**src/hdl/uoa_pkg.sv**
```systemverilog
// Shared types, sizes and helpers for the unit owner allocator.
// Used by every module of the block; depends on nothing.
package uoa_pkg;

    localparam int NUM_UNITS    = 16;
    localparam int TASK_ID_BITS = 16;
    localparam int MAX_RESULTS  = 16;

    localparam int UNIT_IDX_W = (NUM_UNITS > 1) ? $clog2(NUM_UNITS) : 1;
    localparam int UNIT_CNT_W = $clog2(NUM_UNITS + 1);
    localparam int RES_CNT_W  = $clog2(MAX_RESULTS + 1);
    localparam int TID_EXT_W  = (TASK_ID_BITS > 16) ? TASK_ID_BITS : 16;

    localparam logic [1:0] ACT_ALLOC = 2'd0;
    localparam logic [1:0] ACT_FREE  = 2'd1;
    localparam logic [1:0] ACT_LIST  = 2'd2;

    typedef struct packed {
        logic [1:0]  action;
        logic [15:0] task_id;
        logic [4:0]  units_requested;
    } req_t;

    typedef struct packed {
        logic [3:0] unit_index;
        logic       has_unit;
        logic       last;
        logic       shortage;
    } rsp_t;

    typedef enum logic {
        ST_IDLE,
        ST_SCAN
    } state_t;

    typedef struct packed {
        logic load;
        logic step;
        logic finish;
    } ctl_cmd_t;

    typedef struct packed {
        logic cont;
        logic need_push;
        logic out_free;
    } ctl_sts_t;

    function automatic logic [TASK_ID_BITS-1:0] task_mask(input logic [15:0] id);
        logic [TID_EXT_W-1:0] wide;
        wide = TID_EXT_W'(id);
        return wide[TASK_ID_BITS-1:0];
    endfunction

endpackage

```
**src/hdl/uoa_ctrl.sv**
```systemverilog
// Sequencer for the unit owner allocator: load, scan one unit a cycle unless a finished word cannot leave, finish.
// Depends on uoa_pkg.
module uoa_ctrl (
    input  logic              clk,
    input  logic              rst_n,
    input  logic              req_valid,
    output logic              req_stall,
    input  uoa_pkg::ctl_sts_t sts,
    output uoa_pkg::ctl_cmd_t cmd
);

    uoa_pkg::state_t state_reg;
    uoa_pkg::state_t state_next;

    always_ff @(posedge clk or negedge rst_n)
    begin
        if (!rst_n)
        begin
            state_reg <= uoa_pkg::ST_IDLE;
        end
        else
        begin
            state_reg <= state_next;
        end
    end

    always_comb
    begin
        state_next = state_reg;
        case (state_reg)
            uoa_pkg::ST_IDLE:
            begin
                if (req_valid)
                begin
                    state_next = uoa_pkg::ST_SCAN;
                end
            end
            uoa_pkg::ST_SCAN:
            begin
                if (!sts.cont && sts.out_free)
                begin
                    state_next = uoa_pkg::ST_IDLE;
                end
            end
            default:
            begin
                state_next = uoa_pkg::ST_IDLE;
            end
        endcase
    end

    always_comb
    begin
        cmd       = '0;
        req_stall = 1'b1;
        case (state_reg)
            uoa_pkg::ST_IDLE:
            begin
                req_stall = 1'b0;
                cmd.load  = req_valid;
            end
            uoa_pkg::ST_SCAN:
            begin
                // hold the scan while a finished word cannot leave
                cmd.step   = sts.cont && (!sts.need_push || sts.out_free);
                cmd.finish = !sts.cont && sts.out_free;
            end
            default:
            begin
                req_stall = 1'b1;
            end
        endcase
    end

endmodule

```
**src/hdl/uoa_datapath.sv**
```systemverilog
// Owner table, scan pointer, pending result and output register.
// Depends on uoa_pkg; driven by uoa_ctrl through command and status structs.
module uoa_datapath (
    input  logic              clk,
    input  logic              rst_n,
    input  uoa_pkg::req_t     req,
    input  uoa_pkg::ctl_cmd_t cmd,
    output uoa_pkg::ctl_sts_t sts,
    output logic              rsp_valid,
    input  logic              rsp_stall,
    output uoa_pkg::rsp_t     rsp
);

    logic [uoa_pkg::TASK_ID_BITS-1:0] owner_reg [uoa_pkg::NUM_UNITS];
    logic [uoa_pkg::TASK_ID_BITS-1:0] owner_next [uoa_pkg::NUM_UNITS];

    logic [uoa_pkg::TASK_ID_BITS-1:0] task_reg, task_next;
    logic [1:0]                       act_reg, act_next;
    logic [4:0]                       remain_reg, remain_next;
    logic [uoa_pkg::UNIT_CNT_W-1:0]   idx_reg, idx_next;
    logic [uoa_pkg::RES_CNT_W-1:0]    count_reg, count_next;
    logic                             pend_valid_reg, pend_valid_next;
    logic [3:0]                       pend_idx_reg, pend_idx_next;
    logic                             out_valid_reg, out_valid_next;
    uoa_pkg::rsp_t                    out_reg, out_next;

    logic [uoa_pkg::TASK_ID_BITS-1:0] in_task;
    logic                             in_ignore;
    logic [uoa_pkg::TASK_ID_BITS-1:0] cur_owner;
    logic [31:0]                      idx_wide;
    logic                             hit;
    logic                             is_alloc;
    logic                             short_flag;

    assign in_task   = uoa_pkg::task_mask(req.task_id);
    assign in_ignore = (in_task == '0) || (req.action > uoa_pkg::ACT_LIST);
    assign cur_owner = owner_reg[idx_reg[uoa_pkg::UNIT_IDX_W-1:0]];
    assign idx_wide  = 32'(idx_reg);
    assign is_alloc  = (act_reg == uoa_pkg::ACT_ALLOC);
    assign hit       = is_alloc ? (cur_owner == '0) : (cur_owner == task_reg);
    assign short_flag = is_alloc && (remain_reg != 5'd0);

    assign sts.cont = (idx_reg < uoa_pkg::UNIT_CNT_W'(uoa_pkg::NUM_UNITS))
                      && (!is_alloc || (remain_reg != 5'd0))
                      && (count_reg < uoa_pkg::RES_CNT_W'(uoa_pkg::MAX_RESULTS));
    assign sts.need_push = hit && pend_valid_reg && (act_reg != uoa_pkg::ACT_FREE);
    assign sts.out_free  = !out_valid_reg || !rsp_stall;

    assign rsp_valid = out_valid_reg;
    assign rsp       = out_reg;

    always_comb
    begin
        owner_next      = owner_reg;
        task_next       = task_reg;
        act_next        = act_reg;
        remain_next     = remain_reg;
        idx_next        = idx_reg;
        count_next      = count_reg;
        pend_valid_next = pend_valid_reg;
        pend_idx_next   = pend_idx_reg;
        out_valid_next  = out_valid_reg && rsp_stall;
        out_next        = out_reg;

        if (cmd.load)
        begin
            task_next       = in_task;
            // an ignored item scans nothing and finishes with no shortage
            act_next        = in_ignore ? uoa_pkg::ACT_FREE : req.action;
            remain_next     = req.units_requested;
            idx_next        = in_ignore ? uoa_pkg::UNIT_CNT_W'(uoa_pkg::NUM_UNITS) : '0;
            count_next      = '0;
            pend_valid_next = 1'b0;
        end

        if (cmd.step)
        begin
            idx_next = idx_reg + 1'b1;
            if (hit)
            begin
                if (act_reg == uoa_pkg::ACT_FREE)
                begin
                    owner_next[idx_reg[uoa_pkg::UNIT_IDX_W-1:0]] = '0;
                end
                else
                begin
                    if (is_alloc)
                    begin
                        owner_next[idx_reg[uoa_pkg::UNIT_IDX_W-1:0]] = task_reg;
                        remain_next = remain_reg - 5'd1;
                    end
                    count_next      = count_reg + 1'b1;
                    pend_valid_next = 1'b1;
                    pend_idx_next   = idx_wide[3:0];
                    if (pend_valid_reg)
                    begin
                        out_valid_next      = 1'b1;
                        out_next.unit_index = pend_idx_reg;
                        out_next.has_unit   = 1'b1;
                        out_next.last       = 1'b0;
                        out_next.shortage   = 1'b0;
                    end
                end
            end
        end

        if (cmd.finish)
        begin
            out_valid_next      = 1'b1;
            out_next.unit_index = pend_valid_reg ? pend_idx_reg : 4'd0;
            out_next.has_unit   = pend_valid_reg;
            out_next.last       = 1'b1;
            out_next.shortage   = short_flag;
            pend_valid_next     = 1'b0;
        end
    end

    always_ff @(posedge clk or negedge rst_n)
    begin
        if (!rst_n)
        begin
            for (int i = 0; i < uoa_pkg::NUM_UNITS; i++)
            begin
                owner_reg[i] <= '0;
            end
            pend_valid_reg <= 1'b0;
            out_valid_reg  <= 1'b0;
            idx_reg        <= '0;
            count_reg      <= '0;
            act_reg        <= uoa_pkg::ACT_FREE;
        end
        else
        begin
            owner_reg      <= owner_next;
            pend_valid_reg <= pend_valid_next;
            out_valid_reg  <= out_valid_next;
            idx_reg        <= idx_next;
            count_reg      <= count_next;
            act_reg        <= act_next;
        end
    end

    always_ff @(posedge clk)
    begin
        task_reg     <= task_next;
        remain_reg   <= remain_next;
        pend_idx_reg <= pend_idx_next;
        out_reg      <= out_next;
    end

endmodule

```
**src/hdl/unit_owner_allocator_unit.sv**
```systemverilog
// Top level of the unit owner allocator: sequencer plus datapath.
// Depends on uoa_pkg, uoa_ctrl and uoa_datapath.
//
// First-fit owner table for NUM_UNITS compute units, one task id per unit,
// all free after reset. A request word allocates units to a task (lowest
// free index first, partial grant kept and flagged as shortage), frees every
// unit a task owns, or lists the units a task owns. Each request answers
// with one or more response words, the final one marked last; a request
// that yields no unit answers with a single word with has_unit low. A task
// id of zero or an unknown action is ignored and answers that way too.
// Sequence: the request is taken first, then the table is scanned one
// unit per cycle through a single read/write port of the owner table,
// and the final word is emitted last; an allocate stops scanning as soon
// as its request is met. A stall on the response side holds the scan
// whenever a finished word has nowhere to go. The request side is stalled
// from acceptance until the final word is handed to the output register.
module unit_owner_allocator_unit (
    input  logic          clk,
    input  logic          rst_n,
    input  logic          req_valid,
    output logic          req_stall,
    input  uoa_pkg::req_t req,
    output logic          rsp_valid,
    input  logic          rsp_stall,
    output uoa_pkg::rsp_t rsp
);

    // command and status between sequencer and datapath
    uoa_pkg::ctl_cmd_t cmd;
    uoa_pkg::ctl_sts_t sts;

    uoa_ctrl u_ctrl (
        .clk       (clk),
        .rst_n     (rst_n),
        .req_valid (req_valid),
        .req_stall (req_stall),
        .sts       (sts),
        .cmd       (cmd)
    );

    // table, scan state, one pending word to settle the last mark, output reg
    uoa_datapath u_datapath (
        .clk       (clk),
        .rst_n     (rst_n),
        .req       (req),
        .cmd       (cmd),
        .sts       (sts),
        .rsp_valid (rsp_valid),
        .rsp_stall (rsp_stall),
        .rsp       (rsp)
    );

endmodule

```
**config.mk**
```make
export PLATFORM = sky130hd
export DESIGN_NAME = unit_owner_allocator_unit
export DESIGN_NICKNAME = d
export VERILOG_FILES = /design/src/hdl/uoa_pkg.sv /design/src/hdl/uoa_ctrl.sv /design/src/hdl/uoa_datapath.sv /design/src/hdl/unit_owner_allocator_unit.sv
export SDC_FILE = /design/constraint.sdc
export NUM_CORES = 1
export LEC_CHECK = 0
export BUFFER_PORTS_ARGS = -buffer_cell sky130_fd_sc_hd__buf_4
export CAP_MARGIN = 25
export CORE_ASPECT_RATIO = 0.5
export CORE_UTILIZATION = 59
export DETAILED_ROUTE_END_ITERATION = 10
export PLACE_DENSITY = 0.79
export SLEW_MARGIN = 20
export SYNTH_ARGS = -nofsm -noshare
export SYNTH_HDL_FRONTEND = slang
export SYNTH_HIERARCHICAL = 1
export SYNTH_SLANG_ARGS = --single-unit
```
**constraint.sdc**
```tcl
create_clock -name clk -period 9.7 [get_ports clk]
set_clock_uncertainty 0.2 [all_clocks]
set_input_delay 1.455 -clock clk [delete_from_list [all_inputs] [get_ports clk]]
set_output_delay 1.455 -clock clk [all_outputs]
set_load 0.05 [all_outputs]
```
# Yosys cells after proc, flatten, opt, wreduce, memory -nomap -nowiden
# Cells that the tools add are included.
[word_totals]
register_bits = 303
latchBits = 0
mem_bits_rw = 0
mem_bits_ro = 0
input_bits = 27
out_inout_bits = 9
word_cells = 121
mem_count = 0
[op_classes]
n_addsub = 3
n_mul = 0
div_mod_pow = 0
n_lt_le_gt_ge = 5
n_eq_ne = 4
shifts = 0
mux = 44
n_bitwise = 5
n_reduce_logical = 31
[op_table]
columns = ["cell", "n"]
rows = [
  ["$mux 256", 2],
  ["$and 256x256->256", 1],
  ["$bwmux 256", 1],
  ["$not 256->256", 1],
  ["$bmux 16 s4", 1],
  ["$demux 16 s4", 1],
  ["$mux 5", 12],
  ["$mux 16", 3],
  ["$mux 7", 5],
  ["$logic_not 16->1", 2],
  ["$eq 16x16->1", 1],
  ["$mux 1", 15],
  ["$add 5x1->5 const B", 2],
  ["$lt 5x5->1 const B", 2],
  ["$reduce_bool 2->1", 5],
  ["$logic_and 1x1->1", 9],
  ["$reduce_and 4->1", 2],
  ["$reduce_and 3->1", 2],
  ["$ge 5x5->1 const B", 1],
  ["$logic_not 1->1", 5],
  ["$lt 5x1->1 const B", 1],
  ["$not 4->5", 1],
  ["$reduce_bool 5->1", 1],
  ["$sub 5x1->5 const B", 1],
  ["10 further kinds", 15],
]

# Longest topological paths before layout
[depth]
word_depth = 14
ltp_mapped = 22
ltp_nobuf = 13

# By module
# The synthesis kept the hierarchy.
[by_module_without_submodules]
columns = ["module", "n_inst", "cells_each", "area_per_inst_um2", "seq_area_each_um2"]
rows = [
  ["uoa_datapath", 1, 1068, 14101.0, 7658.6],
  ["uoa_ctrl", 1, 8, 62.6, 25.0],
]

# Least setup slack after synthesis
# Ideal clock, no wire load.
[synth_timing]
path_kind = "register -> register"
start = "register u_datapath/idx_reg[0] (netlist bit)"
end = "register u_datapath/owner_reg[69] (netlist bit)"
setup_time_ns = 0.132
arrival_time_ns = 4.346
required_time_ns = 9.368
path_slack_ns = 5.023
stages_incl_launch_ff = 22
n_path_buf = 8
synth_period_minus_slack_ns = 4.677
path_cell_list = "dfrtp_1 -> buf_6 -> buf_12 -> buf_6 -> mux4_1 -> mux2i_1 -> mux2i_1 -> xnor2_1 -> nand4_1 -> a2111oi_0 -> a21bo_1 -> buf_6 -> buf_6 -> and3_1 -> a21oi_1 -> clkbuf_1 -> clkinv_1 -> nor2_1 -> buf_2 -> nand4_1 -> buf_4 -> o2bb2ai_1"
[synth_rtl]
columns = ["item", "line", "text"]
rows = [
  ["from (decl)", "uoa_datapath.sv:20", "logic [uoa_pkg::UNIT_CNT_W-1:0] idx_reg, idx_next;"],
  ["from (signal assigned)", "uoa_datapath.sv:137", "idx_reg <= idx_next;"],
  ["to (signal assigned)", "uoa_datapath.sv:134", "owner_reg <= owner_next;"],
  ["to (decl)", "uoa_datapath.sv:14", "logic [uoa_pkg::TASK_ID_BITS-1:0] owner_reg [uoa_pkg::NUM_UNITS];"],
]

==> results by group <==
Routing
  • Post-DRT Antenna Nets: 0
  • Drt pass-1 iters: 6
  • WL per Instance: 30.3 um
  • Vias: 10,300
  • DRT Wirelength: 42,300 um
  • Vias/cell: 7.41
  • Initial DRC Count: 1,428
  • DRC violations left: 0

Setup path
  • Crit path launch type: register
  • Crit-path max FO: 58
  • Required time of the critical path: 9.96 ns
  • Max incr delay on CP: 1.07 ns
  • Worst path bufs/invs: 3
  • RR Startpoint: u_datapath/idx_reg[1]$_DFFE_PN0P_
  • Crit-path cells: buf_4 > mux4_2 > mux2_2 > mux2i_1 > xor2_1 > nand3_1 > nor4b_1 > a21bo_1 > and3_1 > a21oi_1 > clkinv_1 > nor2_1 > buf_4 > nand2_1 > o2bb2ai_1
  • Setup CP Type: register to register
  • Reg2reg setup slack: 2.95 ns
  • Crit path top cell by count: buf_4
  • Worst path arrival time: 7.01 ns
  • CP startpoint: u_datapath/idx_reg[1]$_DFFE_PN0P_
  • Critical path's top delay family: simple AND/OR/NAND/NOR gates
  • Critical path capture point type: register
  • Critical-path top delay cell: dfrtp_4

Die
  • Die height: 112 um
  • Ports: 36
  • Die W: 221 um
  • Rows: 39
  • Core ar.: 23,200 sq um
  • Full die area: 24,700 sq um
  • Initial Util: 61.1%

STA
  • Tightest Pin Transition: 1.12 ns
  • Final hold viol count: 0
  • Hold_ws: 0.276 ns
  • Period minus WS final: 6.75 ns
  • RSZ-0062 raised after global routing: false
  • Fmax: 148 MHz
  • Setup TNS: 0 ns
  • Rel. slew slack: 25.1%
  • Finish-stage setup viols: 0
  • Period utilization: 69.6%
  • Max Slew Vio Count: 0

Placed design
  • IO Port Bufs: 35
  • Final GP Congestion: 0.966
  • Hpwl dp: 26,600 um
  • Placed cell areas: 14,500 sq um

Global routing
  • GRT overflow: 0
  • Largest net degree at the start of global routing: 112
  • Global-route wire length before repair: 64,800 um
  • Initial antenna violation count: 0
  • Total track usage: 35.1%
  • Vias in the first global route: 10,300

Yosys
  • Synth Register Bits: 303
  • Sequential share of the synthesized area: 54.2%
  • YS warnings: 6
  • Synth top area cells: dfrtp_1 (48%), o2bb2ai_1 (16%), edfxtp_1 (5.5%)
  • Syn avg cell area: 13.2 sq um
  • Primary FF master, synth: dfrtp_1
  • Ys async rst share: 89.4%
  • Synth top area share: 47.7%
  • Synth cell count leaders: dfrtp_1 (270), o2bb2ai_1 (256), mux2i_1 (67)
  • Post-synthesis cell type count: 68
  • Most common cell in the netlist: dfrtp_1
  • Largest area contributor in the netlist: dfrtp_1
  • Number of synthesized flops with an enable pin: 26
  • Syn Std Cell Area: 14,200 sq um
  • Cell count after synthesis: 1,076
  • Post-Syn Nets: 1,109

Clock network
  • Max clock buf depth: 3
  • CTS sink count: 303
  • Later-pin clock latency in the skew report: 0.57 ns
  • CTS tree: done
  • H-tree levels: 1
  • Root Buffer Master: clkbuf_16
  • CTS buffer count: 26
  • Resize count post-CTS: 0
  • Worst-path clk slew: 0.07 ns
  • Postcts setup bufs: 0
  • Hold buffers post-CTS: 0

Pwr
  • Worst VDD drop: 0.147 mV
  • Pwr Density: 324 nW/um^2
  • Leakage: 0.00657 uW

Worst hold path
  • HP Start: u_datapath/rsp[1]$_SDFFE_PP1P_
  • Path category of the worst min-delay check: register to register

Final layout
  • Max FFs per register: 256
  • Layout cells sized above 1: 15.1%
  • Antenna cell count: 0
  • P&R area growth vs syn: 9.00%
  • Fin nets: 1,103
  • Post-route cell area: 15,400 sq um

Job
  • Max_cap viols: 0

Run status
  • Status: finished clean
[cell families after synthesis]
family | after synthesis | share of synthesized area (%)
AO/OA/AOI/OAI | 376 | 21.7
flip-flops | 303 | 54.2
AND/OR/NAND/NOR | 152 | 6.47
multiplexers | 115 | 11.8
buffers and inverters | 107 | 4.28
XOR/XNOR | 17 | 1.05
adder cells (fa/ha/maj) | 6 | 0.530
[final timing paths]
path	endpoint	cells after the start
setup / recovery	u_datapath/owner_reg[194]$_DFFE_PN0P_	15
hold / removal	u_datapath/rsp[1]$_SDFFE_PP1P_	1
setup reg to reg	u_datapath/owner_reg[194]$_DFFE_PN0P_	15
hold reg to reg	u_datapath/rsp[1]$_SDFFE_PP1P_	1
max in group asynchronous	u_datapath/owner_reg[177]$_DFFE_PN0P_	2
min in group asynchronous	u_datapath/owner_reg[61]$_DFFE_PN0P_	1
[metrics by stage]
stage	power [uW]	util (%)	setup WS (ns)	std cells
after floorplan	3140	-	5.02	1076
after global placement	3710	62.4	3.48	1346
after detailed placement	3760	62.4	3.17	1347
final	5000	66.6	2.95	1396
after CTS	4920	66.5	3.13	1394
after global routing	5170	66.6	2.70	1396
[routing by layer]
metal	share of wire, %	vias up	global-route usage (%)
met5	0.19	-	1.71
met4	3.1	3	11.6
met3	13	86	11.0
met2	42	746	49.6
met1	41	5292	51.4
li1	-	4215	-
[area by class of cell]
type,count,area [sq um]
clock buffers,38,786
clock inverters,9,163
multi-input cells,666,5900
well taps,307,384
repair buffers,61,473
fillers,1607,7740
inverters,12,45.0
flip-flops and latches,303,7690
[report_power, final]
| group | total (uW) | internal [uW] | switching (uW) |
|---|---|---|---|
| clock network | 1150 | 670 | 484 |
| registers | 1920 | 1630 | 290 |
| logic | 1930 | 747 | 1180 |
[placed cells by master, fill, tap and decap left out, types with 4 or more instances in the layout]
cell	synthesis	routed
a211oi_1	6	6
a21oi_1	34	28
a21oi_2	0	6
a22oi_1	27	27
and2_1	7	7
and3_1	4	4
buf_4	10	58
bufinv_16	0	4
clkbuf_16	0	26
clkbuf_8	0	9
dfrtp_1	270	268
dfxtp_1	6	6
edfxtp_1	26	26
ha_1	6	6
inv_1	10	10
mux2_2	13	13
mux2i_1	67	67
mux4_1	16	16
mux4_2	19	19
nand2_1	50	50
nand2b_1	4	4
nand3_1	12	12
nand4_1	10	10
nand4_4	10	10
nor2_1	24	24
nor2b_1	7	6
nor3_1	7	7
nor4_1	5	5
o211a_1	4	4
o21ai_0	14	14
o2bb2ai_1	256	256
xnor2_1	6	6
xor2_1	11	11
(Power assumes the default switching activity.)
